File: src/design/assert_macros.svh
// ---------------------------------------------------------------------------
// Assertion macros
// Immediate-implication and next-cycle-implication property wrappers.
// ---------------------------------------------------------------------------
`ifndef ASSERT_MACROS_SVH
`define ASSERT_MACROS_SVH
`ifndef SYNTH
`define ASSERT_IMP(label, clk, rst, ante, cons) \
  label: assert property (@(posedge clk) disable iff (rst) (ante) |-> (cons)) \
    else $error("assertion failed");
`define ASSERT_NXT(label, clk, rst, ante, cons) \
  label: assert property (@(posedge clk) disable iff (rst) (ante) |=> (cons)) \
    else $error("assertion failed");
`else
`define ASSERT_IMP(label, clk, rst, ante, cons)
`define ASSERT_NXT(label, clk, rst, ante, cons)
`endif
`endif

File: src/design/jst_pkg.sv
// ---------------------------------------------------------------------------
// JSON tokenizer package
// Shared types, codes and character helpers.
// ---------------------------------------------------------------------------
`timescale 1ns / 1ps
package jst_pkg;

  localparam int NEST_DEPTH = 32;
  localparam int SP_W = $clog2(NEST_DEPTH + 1);
  localparam int SI_W = (NEST_DEPTH > 1) ? $clog2(NEST_DEPTH) : 1;

  typedef enum logic [3:0] {
    K_NULL = 4'd0, K_BOOL = 4'd1, K_INT = 4'd2, K_DOUBLE = 4'd3, K_STR_END = 4'd4,
    K_ARR_START = 4'd5, K_ARR_END = 4'd6, K_OBJ_START = 4'd7, K_OBJ_END = 4'd8,
    K_TEXT = 4'd9, K_ERROR = 4'd10
  } kind_t;

  typedef enum logic [2:0] {
    E_NONE = 3'd0, E_CHAR = 3'd1, E_END = 3'd2, E_NEST = 3'd3, E_OVF = 3'd4
  } err_t;

  typedef enum logic [5:0] {
    G_VALUE   = 6'b000001,
    G_ARRAY0  = 6'b000010,
    G_ARRAYN  = 6'b000100,
    G_OBJECT0 = 6'b001000,
    G_OBJECTN = 6'b010000,
    G_KEY     = 6'b100000
  } gstate_t;

  typedef enum logic [15:0] {
    M_IDLE   = 16'h0001, M_SEP   = 16'h0002, M_STR    = 16'h0004, M_ESC   = 16'h0008,
    M_HEX    = 16'h0010, M_LT    = 16'h0020, M_LF     = 16'h0040, M_LN    = 16'h0080,
    M_NMINUS = 16'h0100, M_NZERO = 16'h0200, M_NINT   = 16'h0400, M_NDOT  = 16'h0800,
    M_NFRAC  = 16'h1000, M_NE    = 16'h2000, M_NESIGN = 16'h4000, M_NEDIG = 16'h8000
  } mode_t;

  typedef struct packed {
    logic [7:0] c;
    logic       eoi;
    logic       ws;
    logic       dig;
    logic       alnum;
    logic       hex_ok;
    logic [3:0] hexv;
  } cls_t;

  typedef struct packed {
    kind_t       kind;
    logic        bv;
    logic [63:0] iv;
    logic [7:0]  tb;
    err_t        ec;
    logic        last;
  } res_t;

  typedef res_t [1:0] res_pair_t;

  typedef struct packed {
    logic       err;
    logic [1:0] push_n;
  } core_stat_t;

  function automatic res_t mk_res(kind_t k, logic bv, logic [63:0] iv, logic [7:0] tb,
                                  err_t ec);
    res_t r;
    r.kind = k;
    r.bv = bv;
    r.iv = iv;
    r.tb = tb;
    r.ec = ec;
    r.last = 1'b0;
    return r;
  endfunction

  function automatic res_pair_t put(res_pair_t a, logic [1:0] n, res_t r);
    res_pair_t b;
    b = a;
    if (n == 2'd0) b[0] = r;
    else if (n == 2'd1) b[1] = r;
    return b;
  endfunction

  function automatic logic [2:0] lit_len(logic [1:0] k);
    return (k == 2'd1) ? 3'd4 : 3'd3;
  endfunction

  function automatic logic [7:0] lit_char(logic [1:0] k, logic [1:0] i);
    logic [7:0] ch;
    ch = 8'h00;
    case (k)
      2'd0: case (i) 2'd0: ch = "r"; 2'd1: ch = "u"; 2'd2: ch = "e"; default: ch = 8'h00; endcase
      2'd1: case (i) 2'd0: ch = "a"; 2'd1: ch = "l"; 2'd2: ch = "s"; default: ch = "e"; endcase
      default: case (i) 2'd0: ch = "u"; 2'd1: ch = "l"; 2'd2: ch = "l"; default: ch = 8'h00; endcase
    endcase
    return ch;
  endfunction

endpackage

File: src/design/jst_front.sv
// ---------------------------------------------------------------------------
// JSON tokenizer front end
// Accept bytes, classify them and hold them in a short queue.
// ---------------------------------------------------------------------------
`timescale 1ns / 1ps
module jst_front (
  input  logic          clk,
  input  logic          rst,
  input  logic          in_valid,
  output logic          in_ready,
  input  logic [7:0]    in_byte,
  input  logic          in_eoi,
  output logic          q_valid,
  input  logic          q_pop,
  output jst_pkg::cls_t q_head,
  output logic [2:0]    q_count
);
  import jst_pkg::*;

  cls_t       q [4];
  logic [1:0] wp;
  logic [1:0] rp;
  logic [2:0] count;
  cls_t       cls;
  logic       push;

  always_comb begin
    cls.c = in_byte;
    cls.eoi = in_eoi;
    cls.ws = (in_byte == 8'h20) || (in_byte >= 8'd9 && in_byte <= 8'd13);
    cls.dig = (in_byte >= "0" && in_byte <= "9");
    cls.alnum = cls.dig || (in_byte >= "a" && in_byte <= "z") ||
                (in_byte >= "A" && in_byte <= "Z");
    cls.hex_ok = 1'b1;
    cls.hexv = 4'd0;
    if (cls.dig) cls.hexv = 4'(in_byte - 8'h30);
    else if (in_byte >= "a" && in_byte <= "f") cls.hexv = 4'(in_byte - 8'h57);
    else if (in_byte >= "A" && in_byte <= "F") cls.hexv = 4'(in_byte - 8'h37);
    else cls.hex_ok = 1'b0;
  end

  assign in_ready = (count != 3'd4);
  assign push = in_valid && in_ready;
  assign q_valid = (count != 3'd0);
  assign q_head = q[rp];
  assign q_count = count;

  always_ff @(posedge clk) begin
    if (rst) begin
      wp <= '0;
      rp <= '0;
      count <= '0;
    end else begin
      if (push) wp <= wp + 2'd1;
      if (q_pop) rp <= rp + 2'd1;
      count <= count + {2'b0, push} - {2'b0, q_pop};
    end
  end

  always_ff @(posedge clk) begin
    if (push) q[wp] <= cls;
  end

endmodule

File: src/design/jst_core.sv
// ---------------------------------------------------------------------------
// JSON tokenizer back end
// Run grammar, nesting stack and lexer; produce up to two results per byte.
// ---------------------------------------------------------------------------
`timescale 1ns / 1ps
module jst_core (
  input  logic               clk,
  input  logic               rst,
  input  logic               q_valid,
  input  jst_pkg::cls_t      q_head,
  output logic               q_pop,
  input  logic [2:0]         out_count,
  output jst_pkg::res_pair_t res,
  output jst_pkg::core_stat_t stat
);
  import jst_pkg::*;

  gstate_t     grammar, grammar_next;
  logic [SP_W-1:0] sp, sp_next;
  mode_t       mode, mode_next;
  logic [2:0]  lit_idx, lit_idx_next;
  logic [15:0] hex_acc, hex_acc_next;
  logic [63:0] acc, acc_next;
  logic        neg, neg_next;
  logic        err, err_next;
  gstate_t     stack [NEST_DEPTH];

  logic            fire;
  logic            st_we;
  logic [SI_W-1:0] st_wa;
  gstate_t         st_wd;
  gstate_t         st_top;
  logic [SP_W-1:0] sp_dec;
  logic [1:0]      rc;
  res_pair_t       rs;
  logic            reproc;
  logic            sep;
  logic            bad;
  logic [7:0]      c;
  logic [1:0]      lk;
  logic [67:0]     mac;
  logic [63:0]     lim;
  mode_t           nm;
  logic            nm_ok;

  assign fire = q_valid && (err || out_count <= 3'd2);
  assign q_pop = fire;
  assign sp_dec = sp - 1'b1;
  assign st_top = stack[sp_dec[SI_W-1:0]];

  always_comb begin
    grammar_next = grammar;
    sp_next = sp;
    mode_next = mode;
    lit_idx_next = lit_idx;
    hex_acc_next = hex_acc;
    acc_next = acc;
    neg_next = neg;
    err_next = err;
    st_we = 1'b0;
    st_wa = sp[SI_W-1:0];
    st_wd = grammar;
    rc = 2'd0;
    rs = '0;
    reproc = 1'b0;
    sep = 1'b0;
    bad = 1'b0;
    c = q_head.c;
    lk = 2'd0;
    mac = '0;
    lim = '0;
    nm = M_IDLE;
    nm_ok = 1'b0;
    if (fire && !err) begin
      if (q_head.eoi) begin
        if (mode != M_IDLE) begin
          if (mode == M_LT || mode == M_LF || mode == M_LN) begin
            lk = (mode == M_LT) ? 2'd0 : (mode == M_LF) ? 2'd1 : 2'd2;
            if (lit_idx < lit_len(lk)) begin
              rs = put(rs, rc, mk_res(K_ERROR, 1'b0, '0, '0, E_END));
              rc = rc + 2'd1;
              err_next = 1'b1;
            end else begin
              if (mode == M_LN) rs = put(rs, rc, mk_res(K_NULL, 1'b0, '0, '0, E_NONE));
              else rs = put(rs, rc, mk_res(K_BOOL, mode == M_LT, '0, '0, E_NONE));
              rc = rc + 2'd1;
              mode_next = M_IDLE;
            end
          end else if (mode == M_NZERO || mode == M_NINT) begin
            lim = neg ? 64'h8000_0000_0000_0000 : 64'h7FFF_FFFF_FFFF_FFFF;
            if (acc > lim) begin
              rs = put(rs, rc, mk_res(K_ERROR, 1'b0, '0, '0, E_OVF));
              rc = rc + 2'd1;
              err_next = 1'b1;
            end else begin
              rs = put(rs, rc, mk_res(K_INT, 1'b0, neg ? (64'd0 - acc) : acc, '0, E_NONE));
              rc = rc + 2'd1;
              mode_next = M_IDLE;
            end
          end else if (mode == M_NFRAC || mode == M_NEDIG) begin
            rs = put(rs, rc, mk_res(K_DOUBLE, 1'b0, '0, '0, E_NONE));
            rc = rc + 2'd1;
            mode_next = M_IDLE;
          end else begin
            rs = put(rs, rc, mk_res(K_ERROR, 1'b0, '0, '0, E_END));
            rc = rc + 2'd1;
            err_next = 1'b1;
          end
        end
        if (!err_next && sp != '0) begin
          rs = put(rs, rc, mk_res(K_ERROR, 1'b0, '0, '0, E_END));
          rc = rc + 2'd1;
          err_next = 1'b1;
        end else if (!err_next) begin
          mode_next = M_IDLE;
        end
      end else begin
        unique case (mode)
          M_IDLE, M_SEP: begin
            reproc = 1'b1;
            sep = (mode == M_SEP);
          end
          M_STR: begin
            if (c == 8'h22) begin
              mode_next = M_IDLE;
              rs = put(rs, rc, mk_res(K_STR_END, 1'b0, '0, '0, E_NONE));
              rc = rc + 2'd1;
            end else if (c == 8'h5C) begin
              mode_next = M_ESC;
            end else begin
              rs = put(rs, rc, mk_res(K_TEXT, 1'b0, '0, c, E_NONE));
              rc = rc + 2'd1;
            end
          end
          M_ESC: begin
            nm_ok = 1'b1;
            case (c)
              8'h22, 8'h5C, 8'h2F: lim[7:0] = c;
              "b": lim[7:0] = 8'd8;
              "f": lim[7:0] = 8'd12;
              "n": lim[7:0] = 8'd10;
              "r": lim[7:0] = 8'd13;
              "t": lim[7:0] = 8'd9;
              default: nm_ok = 1'b0;
            endcase
            if (c == "u" || c == "U") begin
              mode_next = M_HEX;
              lit_idx_next = 3'd0;
              hex_acc_next = 16'd0;
            end else if (nm_ok) begin
              mode_next = M_STR;
              rs = put(rs, rc, mk_res(K_TEXT, 1'b0, '0, lim[7:0], E_NONE));
              rc = rc + 2'd1;
            end else begin
              rs = put(rs, rc, mk_res(K_ERROR, 1'b0, '0, '0, E_CHAR));
              rc = rc + 2'd1;
              err_next = 1'b1;
            end
          end
          M_HEX: begin
            if (!q_head.hex_ok) begin
              rs = put(rs, rc, mk_res(K_ERROR, 1'b0, '0, '0, E_CHAR));
              rc = rc + 2'd1;
              err_next = 1'b1;
            end else begin
              hex_acc_next = {hex_acc[11:0], q_head.hexv};
              lit_idx_next = lit_idx + 3'd1;
              if (lit_idx_next >= 3'd4) begin
                lit_idx_next = 3'd0;
                mode_next = M_STR;
                rs = put(rs, rc, mk_res(K_TEXT, 1'b0, '0, hex_acc_next[7:0], E_NONE));
                rc = rc + 2'd1;
              end
            end
          end
          M_LT, M_LF, M_LN: begin
            lk = (mode == M_LT) ? 2'd0 : (mode == M_LF) ? 2'd1 : 2'd2;
            if (lit_idx < lit_len(lk)) begin
              if (c == lit_char(lk, lit_idx[1:0])) begin
                lit_idx_next = lit_idx + 3'd1;
              end else begin
                rs = put(rs, rc, mk_res(K_ERROR, 1'b0, '0, '0, E_CHAR));
                rc = rc + 2'd1;
                err_next = 1'b1;
              end
            end else if (q_head.alnum) begin
              rs = put(rs, rc, mk_res(K_ERROR, 1'b0, '0, '0, E_CHAR));
              rc = rc + 2'd1;
              err_next = 1'b1;
            end else begin
              if (mode == M_LN) rs = put(rs, rc, mk_res(K_NULL, 1'b0, '0, '0, E_NONE));
              else rs = put(rs, rc, mk_res(K_BOOL, mode == M_LT, '0, '0, E_NONE));
              rc = rc + 2'd1;
              mode_next = M_IDLE;
              reproc = 1'b1;
            end
          end
          M_NMINUS, M_NZERO, M_NINT, M_NDOT, M_NFRAC, M_NE, M_NESIGN, M_NEDIG: begin
            unique case (mode)
              M_NMINUS: begin
                nm_ok = q_head.dig;
                nm = (c == "0") ? M_NZERO : M_NINT;
              end
              M_NZERO, M_NINT, M_NFRAC: begin
                if (q_head.dig && mode != M_NZERO) begin
                  nm_ok = 1'b1; nm = mode;
                end else if (c == "." && mode != M_NFRAC) begin
                  nm_ok = 1'b1; nm = M_NDOT;
                end else if (c == "e" || c == "E") begin
                  nm_ok = 1'b1; nm = M_NE;
                end
              end
              M_NDOT: begin
                nm_ok = q_head.dig; nm = M_NFRAC;
              end
              M_NE: begin
                if (c == "+" || c == "-") begin
                  nm_ok = 1'b1; nm = M_NESIGN;
                end else begin
                  nm_ok = q_head.dig; nm = M_NEDIG;
                end
              end
              default: begin
                nm_ok = q_head.dig; nm = M_NEDIG;
              end
            endcase
            if (nm_ok) begin
              if (nm == M_NINT) begin
                mac = ({4'd0, acc} << 3) + ({4'd0, acc} << 1) + {60'd0, c - 8'h30};
                acc_next = (mac[67:64] != 4'd0) ? '1 : mac[63:0];
              end
              mode_next = nm;
              rs = put(rs, rc, mk_res(K_TEXT, 1'b0, '0, c, E_NONE));
              rc = rc + 2'd1;
            end else if (mode == M_NZERO || mode == M_NINT) begin
              lim = neg ? 64'h8000_0000_0000_0000 : 64'h7FFF_FFFF_FFFF_FFFF;
              if (acc > lim) begin
                rs = put(rs, rc, mk_res(K_ERROR, 1'b0, '0, '0, E_OVF));
                rc = rc + 2'd1;
                err_next = 1'b1;
              end else begin
                rs = put(rs, rc, mk_res(K_INT, 1'b0, neg ? (64'd0 - acc) : acc, '0, E_NONE));
                rc = rc + 2'd1;
                mode_next = M_IDLE;
                reproc = 1'b1;
              end
            end else if (mode == M_NFRAC || mode == M_NEDIG) begin
              rs = put(rs, rc, mk_res(K_DOUBLE, 1'b0, '0, '0, E_NONE));
              rc = rc + 2'd1;
              mode_next = M_IDLE;
              reproc = 1'b1;
            end else begin
              rs = put(rs, rc, mk_res(K_ERROR, 1'b0, '0, '0, E_CHAR));
              rc = rc + 2'd1;
              err_next = 1'b1;
            end
          end
          default: ;
        endcase

        if (reproc && !err_next && !q_head.ws) begin
          if (!sep && c == "]") begin
            if (grammar == G_ARRAY0 || grammar == G_ARRAYN) begin
              if (sp != '0) begin
                sp_next = sp_dec;
                grammar_next = st_top;
              end else begin
                grammar_next = G_VALUE;
              end
              rs = put(rs, rc, mk_res(K_ARR_END, 1'b0, '0, '0, E_NONE));
              rc = rc + 2'd1;
            end else begin
              bad = 1'b1;
            end
          end else if (!sep && c == "}") begin
            if (grammar == G_OBJECT0 || grammar == G_OBJECTN) begin
              if (sp != '0) begin
                sp_next = sp_dec;
                grammar_next = st_top;
              end else begin
                grammar_next = G_VALUE;
              end
              rs = put(rs, rc, mk_res(K_OBJ_END, 1'b0, '0, '0, E_NONE));
              rc = rc + 2'd1;
            end else begin
              bad = 1'b1;
            end
          end else if (!sep && c == ",") begin
            if (grammar == G_ARRAYN) begin
              mode_next = M_SEP;
            end else if (grammar == G_OBJECTN) begin
              grammar_next = G_OBJECT0;
              mode_next = M_SEP;
            end else begin
              bad = 1'b1;
            end
          end else if (!sep && c == ":") begin
            if (grammar == G_KEY) begin
              grammar_next = G_OBJECTN;
              mode_next = M_SEP;
            end else begin
              bad = 1'b1;
            end
          end else if (!sep && grammar != G_VALUE && grammar != G_ARRAY0 &&
                       grammar != G_OBJECT0) begin
            bad = 1'b1;
          end else begin
            mode_next = M_IDLE;
            if (grammar == G_OBJECT0) begin
              if (c != 8'h22) bad = 1'b1;
              else grammar_next = G_KEY;
            end else if (grammar == G_ARRAY0) begin
              grammar_next = G_ARRAYN;
            end
            if (!bad) begin
              if (c == "[" || c == "{") begin
                if (sp >= SP_W'(NEST_DEPTH)) begin
                  rs = put(rs, rc, mk_res(K_ERROR, 1'b0, '0, '0, E_NEST));
                  rc = rc + 2'd1;
                  err_next = 1'b1;
                end else begin
                  st_we = 1'b1;
                  st_wd = grammar_next;
                  sp_next = sp + 1'b1;
                  grammar_next = (c == "[") ? G_ARRAY0 : G_OBJECT0;
                  rs = put(rs, rc, mk_res((c == "[") ? K_ARR_START : K_OBJ_START, 1'b0,
                                          '0, '0, E_NONE));
                  rc = rc + 2'd1;
                end
              end else if (c == 8'h22) begin
                mode_next = M_STR;
              end else if (c == "t" || c == "f" || c == "n") begin
                mode_next = (c == "t") ? M_LT : (c == "f") ? M_LF : M_LN;
                lit_idx_next = 3'd0;
              end else if (c == "-" || q_head.dig) begin
                neg_next = (c == "-");
                acc_next = '0;
                if (c == "-") begin
                  mode_next = M_NMINUS;
                end else if (c == "0") begin
                  mode_next = M_NZERO;
                end else begin
                  mode_next = M_NINT;
                  acc_next = {56'd0, c - 8'h30};
                end
                rs = put(rs, rc, mk_res(K_TEXT, 1'b0, '0, c, E_NONE));
                rc = rc + 2'd1;
              end else begin
                bad = 1'b1;
              end
            end
          end
          if (bad) begin
            rs = put(rs, rc, mk_res(K_ERROR, 1'b0, '0, '0, E_CHAR));
            rc = rc + 2'd1;
            err_next = 1'b1;
          end
        end
      end
      if (rc == 2'd1) rs[0].last = 1'b1;
      else if (rc == 2'd2) rs[1].last = 1'b1;
    end
  end

  assign res = rs;
  assign stat.err = err;
  assign stat.push_n = rc;

  always_ff @(posedge clk) begin
    if (rst) begin
      grammar <= G_VALUE;
      sp <= '0;
      mode <= M_IDLE;
      lit_idx <= '0;
      hex_acc <= '0;
      acc <= '0;
      neg <= 1'b0;
      err <= 1'b0;
    end else begin
      grammar <= grammar_next;
      sp <= sp_next;
      mode <= mode_next;
      lit_idx <= lit_idx_next;
      hex_acc <= hex_acc_next;
      acc <= acc_next;
      neg <= neg_next;
      err <= err_next;
    end
  end

  always_ff @(posedge clk) begin
    if (st_we) stack[st_wa] <= st_wd;
  end

endmodule

File: src/design/jst_outq.sv
// ---------------------------------------------------------------------------
// JSON tokenizer result queue
// Take up to two results per cycle, deliver one beat per cycle while out_ready is high.
// ---------------------------------------------------------------------------
`timescale 1ns / 1ps
module jst_outq (
  input  logic               clk,
  input  logic               rst,
  input  jst_pkg::res_pair_t res,
  input  logic [1:0]         push_n,
  output logic               out_valid,
  input  logic               out_ready,
  output jst_pkg::res_t      out_res,
  output logic [2:0]         count
);
  import jst_pkg::*;

  res_t       q [4];
  logic [1:0] wp;
  logic [1:0] rp;
  logic       pop;

  assign out_valid = (count != 3'd0);
  assign pop = out_valid && out_ready;
  assign out_res = q[rp];

  always_ff @(posedge clk) begin
    if (rst) begin
      wp <= '0;
      rp <= '0;
      count <= '0;
    end else begin
      wp <= wp + push_n;
      if (pop) rp <= rp + 2'd1;
      count <= count + {1'b0, push_n} - {2'b0, pop};
    end
  end

  always_ff @(posedge clk) begin
    if (push_n != 2'd0) q[wp] <= res[0];
    if (push_n == 2'd2) q[wp + 2'd1] <= res[1];
  end

endmodule

File: src/design/json_stream_tokenizer_unit.sv
// Path: an accepted byte is held in the front queue, lexed by the back end, and its
//   results are written into the result queue, which drives m_axis.
// Throughput: one byte per cycle while the front queue has room and the result queue
//   holds at most two results; a byte that yields two results needs an output beat
//   for each, so the result queue sets the sustained rate.
// Reset: synchronous, active high; clears grammar, lexer, stack pointer and queues at once. Errors stick until reset.
// ---------------------------------------------------------------------------
// JSON stream tokenizer
// Front end classifies bytes into a queue; back end lexes and emits tokens.
// ---------------------------------------------------------------------------
`timescale 1ns / 1ps
`include "assert_macros.svh"
module json_stream_tokenizer_unit (
  input  logic        clk,
  input  logic        rst,
  input  logic        s_axis_tvalid,
  output logic        s_axis_tready,
  input  logic [7:0]  s_axis_tdata,  // data_byte
  input  logic        s_axis_tlast,  // end_of_input
  output logic        m_axis_tvalid,
  input  logic        m_axis_tready,
  output logic [79:0] m_axis_tdata,  // bool_value, int_value, text_byte, error_code, zeros
  output logic [3:0]  m_axis_tuser,  // result_kind
  output logic        m_axis_tlast   // last_of_run
);
  import jst_pkg::*;

  logic       q_valid;
  logic       q_pop;
  cls_t       q_head;
  logic [2:0] q_count;
  res_pair_t  res;
  core_stat_t stat;
  res_t       out_res;
  logic [2:0] oq_count;

  jst_front u_front (
    .clk(clk), .rst(rst),
    .in_valid(s_axis_tvalid), .in_ready(s_axis_tready),
    .in_byte(s_axis_tdata), .in_eoi(s_axis_tlast),
    .q_valid(q_valid), .q_pop(q_pop), .q_head(q_head), .q_count(q_count)
  );

  jst_core u_core (
    .clk(clk), .rst(rst),
    .q_valid(q_valid), .q_head(q_head), .q_pop(q_pop),
    .out_count(oq_count), .res(res), .stat(stat)
  );

  jst_outq u_outq (
    .clk(clk), .rst(rst),
    .res(res), .push_n(stat.push_n),
    .out_valid(m_axis_tvalid), .out_ready(m_axis_tready),
    .out_res(out_res), .count(oq_count)
  );

  assign m_axis_tdata = {4'd0, out_res.ec, out_res.tb, out_res.iv, out_res.bv};
  assign m_axis_tuser = out_res.kind;
  assign m_axis_tlast = out_res.last;

  `ASSERT_IMP(a_room, clk, rst, stat.push_n != 2'd0, oq_count <= 3'd2)
  `ASSERT_IMP(a_quiet, clk, rst, stat.err, stat.push_n == 2'd0)
  `ASSERT_IMP(a_full, clk, rst, !s_axis_tready, q_count == 3'd4)
  `ASSERT_NXT(a_oq_bound, clk, rst, 1'b1, oq_count <= 3'd4)

endmodule
File: config.mk
export PLATFORM = sky130hd
export DESIGN_NAME = json_stream_tokenizer_unit
export DESIGN_NICKNAME = d
export VERILOG_FILES = /design/src/design/jst_pkg.sv /design/src/design/jst_front.sv /design/src/design/jst_core.sv /design/src/design/jst_outq.sv /design/src/design/json_stream_tokenizer_unit.sv
export VERILOG_INCLUDE_DIRS = /design/src /design/src/design
export SDC_FILE = /design/constraint.sdc
export NUM_CORES = 2
export LEC_CHECK = 0
export BUFFER_PORTS_ARGS = -buffer_cell sky130_fd_sc_hd__buf_2
export CAP_MARGIN = 5
export CORE_MARGIN = 2
export CORE_UTILIZATION = 40
export DETAILED_ROUTE_END_ITERATION = 7
export MAX_ROUTING_LAYER = met4
export PLACE_DENSITY_LB_ADDON = 0.08
export SYNTH_ARGS = -nofsm -noshare
export SYNTH_HDL_FRONTEND = slang
export SYNTH_SLANG_ARGS = --single-unit
File: constraint.sdc
create_clock -name clk -period 8.5 [get_ports clk]
set_input_delay 0.425 -clock clk [delete_from_list [all_inputs] [get_ports clk]]
set_output_delay 0.425 -clock clk [all_outputs]
set_load 0.1 [all_outputs]
Word-level counts from Yosys, hierarchy flattened:

Memories as Yosys holds them, arrays and structs flattened. A register that Yosys moved wholly into a read port is not among the register bits.
Cells that the tools add are included.

* register bits: 115
* memory bits (writable): 584
* input port bits: 13
* output and inout port bits: 87
* word-level logic and storage cells: 551
* memories: 3

* add/sub/neg operators: 22
* order comparisons: 15
* eq/ne operators: 76
* multiplexer cells: 343
* bitwise operators: 10
* reductions and logical operators: 68

Memories
* u_outq.q: depth 4, width 81, rd ports 1, clocked after memory_dff 1, write ports 2, line jst_outq.sv:18 `res_t q [4];`
* u_core.stack: depth 32, width 6, rd ports 1, clocked after memory_dff 0, write ports 1, line jst_core.sv:26 `gstate_t stack [NEST_DEPTH];`
* u_front.q: depth 4, width 17, rd ports 1, clocked after memory_dff 1, write ports 1, line jst_front.sv:20 `cls_t q [4];`

Operators with widths (count)
* 2-to-1 mux 162 bit: 29
* 2-to-1 mux 81 bit: 27
* 2-to-1 mux 64 bit: 18
* case mux 162 bit (5 select lines): 1
* 2-to-1 mux 16 bit: 40
* 2-to-1 mux 6 bit: 39
* == test 8 x 7 -> 1 bit, second input constant: 14
* 2-to-1 mux 1 bit: 110
* case mux 16 bit (5 select lines): 1
* 2-to-1 mux 79 bit: 1
* 2-to-1 mux 78 bit: 1
* == test 8 x 6 -> 1 bit, second input constant: 9
* adder 67 x 65 -> 68 bit: 1
* adder 68 x 8 -> 68 bit: 1
* 2-to-1 mux 2 bit: 34
* > comparator 64 bit: 1
* case mux 16 bit (4 select lines): 1
* subtractor 1 x 64 -> 64 bit, first input constant: 1
* 2-to-1 mux 3 bit: 16
* 2-to-1 mux 8 bit: 6
* case mux 8 bit (6 select lines): 1
* == test 16 x 11 -> 1 bit, second input constant: 2
* <= comparator 8 x 7 -> 1 bit, second input constant: 4
* 2-to-1 mux 4 bit: 6
* other kinds (88): 170

Depth between registers and ports, before layout:

* depth in word-level cells: 40
* depth in mapped cells: 33
* mapped depth without buffers: 28

Cells and area by module:

A second synthesis with hierarchy kept.

* cells, all modules: 3604
* area, all modules: 44254.9 µm²

By module, submodules not included
* jst_core: instances 1, cells each 2593, area an instance 23875.4 µm², seq. area each 7787.5 µm²
* jst_outq: instances 1, cells each 832, area an instance 17166.5 µm², seq. area each 9909.5 µm²
* jst_front: instances 1, cells each 174, area an instance 3179.3 µm², seq. area each 2222.1 µm²
* json_stream_tokenizer_unit: instances 1, cells each 5, area an instance 33.8 µm², seq. area each 0.0 µm²

Worst setup path before layout:

OpenSTA, ideal clock, no wires.

* path type: reg2reg
* start: register u_core.neg
* end: memory u_outq.q[0][0] (netlist bit), enable pin
* setup time: 0.359 ns
* data arrival time: 6.580 ns
* required time: 8.141 ns
* setup slack: 1.561 ns
* cell stages (with the launch flop): 22
* path buffers: 5
* cells stage by stage: dfxtp_1 > clkbuf_1 > inv_1 > clkbuf_1 > ha_1 > nand2_1 > or3_1 > or4_1 > nand3b_1 > or4_1 > a31o_2 > a311oi_1 > ha_1 > and2_1 > a31oi_2 > o31ai_2 > or2_0 > clkbuf_1 > and2_1 > buf_2 > buf_4 > inv_1

RTL lines
* from (decl): line jst_core.sv:24 `logic neg, neg_next;`
* from (signal assigned): line jst_core.sv:386 `neg <= neg_next;`
* to (decl): line jst_outq.sv:18

==> results_dict.tcl <==
set metrics [dict create \
    grt.overflow.total 0 \
    fin_crit_ps 7720 \
    reg2regPathDepth 29 \
    maxSlewHeadroom 0.200 \
    globalRouteMet1Util 0.335 \
    floorplan.initialDensity 0.404 \
    critPathLaunchType "flop" \
    grt_util_all_layers 0.259 \
    setup_viol_count_final 0 \
    postRouteAntennaNets 0 \
    ctsLongestPathBuffers 3 \
    setup_repair_after_global_routing_missed_its_margin "false" \
    power_density_mw_per_mm2 254 \
    final_max_slew_viol_count 0 \
    largest_incremental_delay_on_the_critical_path_ps 760 \
    syn_area_mm2 0.0383 \
    worst-endpoint-required_ps 9100 \
    layout-drive-gt1-share 0.147 \
    detailed_place.area_mm2 0.0400 \
    dr.first_iter.drc_count 2453 \
    status "finished clean" \
    postSynthAreaPerCell_um2 10.9 \
    final_design_area_no_fill_mm2 0.0428 \
    nFillCells 8937 \
    tritoncts_clock_tree "built" \
    synth_top_area_frac 0.251 \
    floorplan.die.width_um 313 \
    syn_inst 3512 \
    floorplan.die_area_mm2 0.0982 \
    vdd_drop_max_uv 220 \
    worst-setup-path-type "flop to flop" \
    multi_input_area_mm2 0.0198 \
    place_worst_setup_slack_ps 1020 \
    synth_enable_flop_cells 320 \
    cts.sink_count 703 \
    synthAdderAreaFrac 0.0767 \
    setup.worst_path.end_class "flop" \
    final.setup.tns_ps 0 \
    drcViolationCount 0 \
    synthFlopType "dfxtp_1" \
    ys_seq_elements 703 \
    crit_path_top_delay_cell "nor2_1" \
    simple_gate_portion_of_the_synthesized_area 0.127 \
    synth_top_family_by_area "compound AO/OA/AOI/OAI gates" \
    synth-warning-count 0 \
    clock_skew_ps 35.0 \
    synth.distinct_cells 99 \
    routed_wirelength_um 124000 \
    cap_violations 0 \
    wl_per_cell_um 25.5 \
    port_buffers 95 \
    first_pass_iters 7 \
    maximum_number_of_pins_on_one_net_before_global_route_repair 66 \
    grt_first_pass_wirelength_um 189000 \
    die_height_um 313 \
    timing.final.ws_setup_ps 775 \
    mostFrequentLayoutCells "379 x dfxtp_1, 324 x nor2_1, 320 x edfxtp_1" \
    tightestPinTransition_ps 1200 \
    netlist.top_cell.by_area "edfxtp_1" \
    area_growth_syn_to_layout_pct 11.8 \
    hpwlAfterDp_um 86600 \
    hold_path_depth 1 \
    critPathMaxFanout 13 \
    min_path_type "input port to flop" \
    report.power.total_w 0.0108 \
    post-route-period-util 0.909 \
    seq_area_mm2 0.0173 \
    core_mm2 0.0949 \
    static-leakage-power_nw 16.1 \
    first_global_vias 29500 \
    yosysSeqAreaShare 0.451 \
    inserted_clock_buffers 82 \
    busiest_layer "met2" \
    post_synth_xor_area_fraction 0.0327 \
    clkSlewWorstSetupHoldPaths_ps 70 \
    core_rows 113 \
    cp_data_arrival_time_ps 8330 \
    synth_async_sr_flop_share 0 \
    final_common_cell "dfxtp_1" \
    antenna_found_initial 2 \
    fmaxAchievable_ghz 0.129 \
    timing_hold_violations_final 0 \
    i_o_pin_count 100 \
    critical-path-top-cell-by-count "nor2_1" \
    grtUsageMet2 0.419 \
    whs_ps 49.5 \
    area_contributors_post_synth "edfxtp_1 25%, dfxtp_1 20%, mux4_2 9.3%, ha_1 7.3%, o2bb2ai_1 4.5%" \
    ctsRootBufferMaster "clkbuf_16" \
    compound_gate_fraction_of_synth_area 0.177 \
    gr-usage-met3 0.0313 \
    dr_total_vias 29700 \
    clock_latency_ps 670 \
    nets 3790 \
    synth.mux.area_fraction 0.103 \
    gp_routability_congestion 0.952 \
    post_cts_resize_count 0 \
    via_per_inst 6.08 \
    htreeDepth 3 \
]
==> critical path, delay by kind of cell (launching register included) <==
family	cells	cell delay (ps)
buffers and inverters	5	810
and+or+nand+nor	12	3460
DFF	1	430
AOI/OAI and AO/OA	9	2160
adders and majority gates	3	770
==> cell usage after synthesis (21+ instances only) <==
cell       instances
dfxtp_1          383
nor2_1           324
edfxtp_1         320
ha_1             222
o2bb2ai_1        196
nand2_1          186
a21oi_1          177
mux4_2           158
nor3_1           154
o21ai_0          146
clkbuf_1         139
inv_1             80
xor2_1            80
xnor2_1           63
nand3_1           61
a21o_1            57
o22ai_1           56
a22o_1            49
nand4_1           37
mux2i_1           35
or3_1             28
buf_2             26
nor2b_1           26
o31ai_1           26
nand2b_1          24
a211oi_1          23
o21a_1            23
or2_2             23
and3_1            22
buf_1             21
nor4_1            21
==> layout make-up <==
| cell class | count | area share |
|---|---|---|
| antenna | 1 | 0.0000585 |
| clock buffer | 105 | 0.0519 |
| clock inverter | 47 | 0.0133 |
| inverter | 82 | 0.00719 |
| multi-input combinational | 2519 | 0.464 |
| sequential | 703 | 0.404 |
| tap | 1265 | 0.0370 |
| timing repair buffer | 159 | 0.0227 |
==> per-stage QoR <==
stage,utilization,instances
floorplan,-,3515
global placement,0.421,4727
global route,0.451,4881
finish,0.451,4881
detailed placement,0.422,4727
CTS,0.451,4880
==> path summary, 6_finish.rpt <==
path | startpoint | to | slack, ps
max | u_core.mode[4] | u_outq.q[3][74] | 780
min | s_axis_tdata[6] | u_front.q[1][15] | 50
max reg2reg | u_core.mode[4] | u_outq.q[3][74] | 780
min reg2reg | u_outq.q[2][37] | u_outq.q[2][37] | 460
==> registers in the layout, indices dropped and copies added (netlist names), 3 cells and up, named ones only <==
name	flops
u_core.stack	192
u_core.mode	16
u_core.lit_idx	3
u_core.hex_acc	4
u_core.grammar	6
u_front.q	68
u_outq.count	3
u_core.acc	64
u_core.sp	6
u_front.q_count	3
u_outq.q	324
==> what timing repair did <==
item | CTS | global route
setup buffers | 0 | 0
hold buffers | 1 | 0
hold endpoints to repair | 4 | 0
==> power by group <==
| group | leakage (nW) | internal (W) | switching (W) |
|---|---|---|---|
| sequential | 5.97 | 0.00369 | 0.000156 |
| clock | 1.37 | 0.00215 | 0.00150 |
| combinational | 8.74 | 0.000976 | 0.00238 |
==> metal layers <==
layer  vias up  wire length [µm]  part of all wire
met1     14900             54300              0.44
met5         -                 0                 0
met3       220              5620             0.045
met4         0              4400             0.035
li1      13600                 -                 -
met2       941             60000              0.48
==> kinds of logic (layout without fill, tap and decap cells) <==
| kind of cell | Yosys count | after routing |
|---|---|---|
| DFF | 703 | 703 |
| AOI/OAI and AO/OA | 951 | 951 |
| muxes | 197 | 197 |
| other | 1 | 5 |
| xor gates and xnor gates | 143 | 143 |
| and+or+nand+nor | 994 | 994 |
| adders and majority gates | 230 | 230 |
| buffers and inverters | 293 | 393 |
Power figures use the tool's default switching activity.
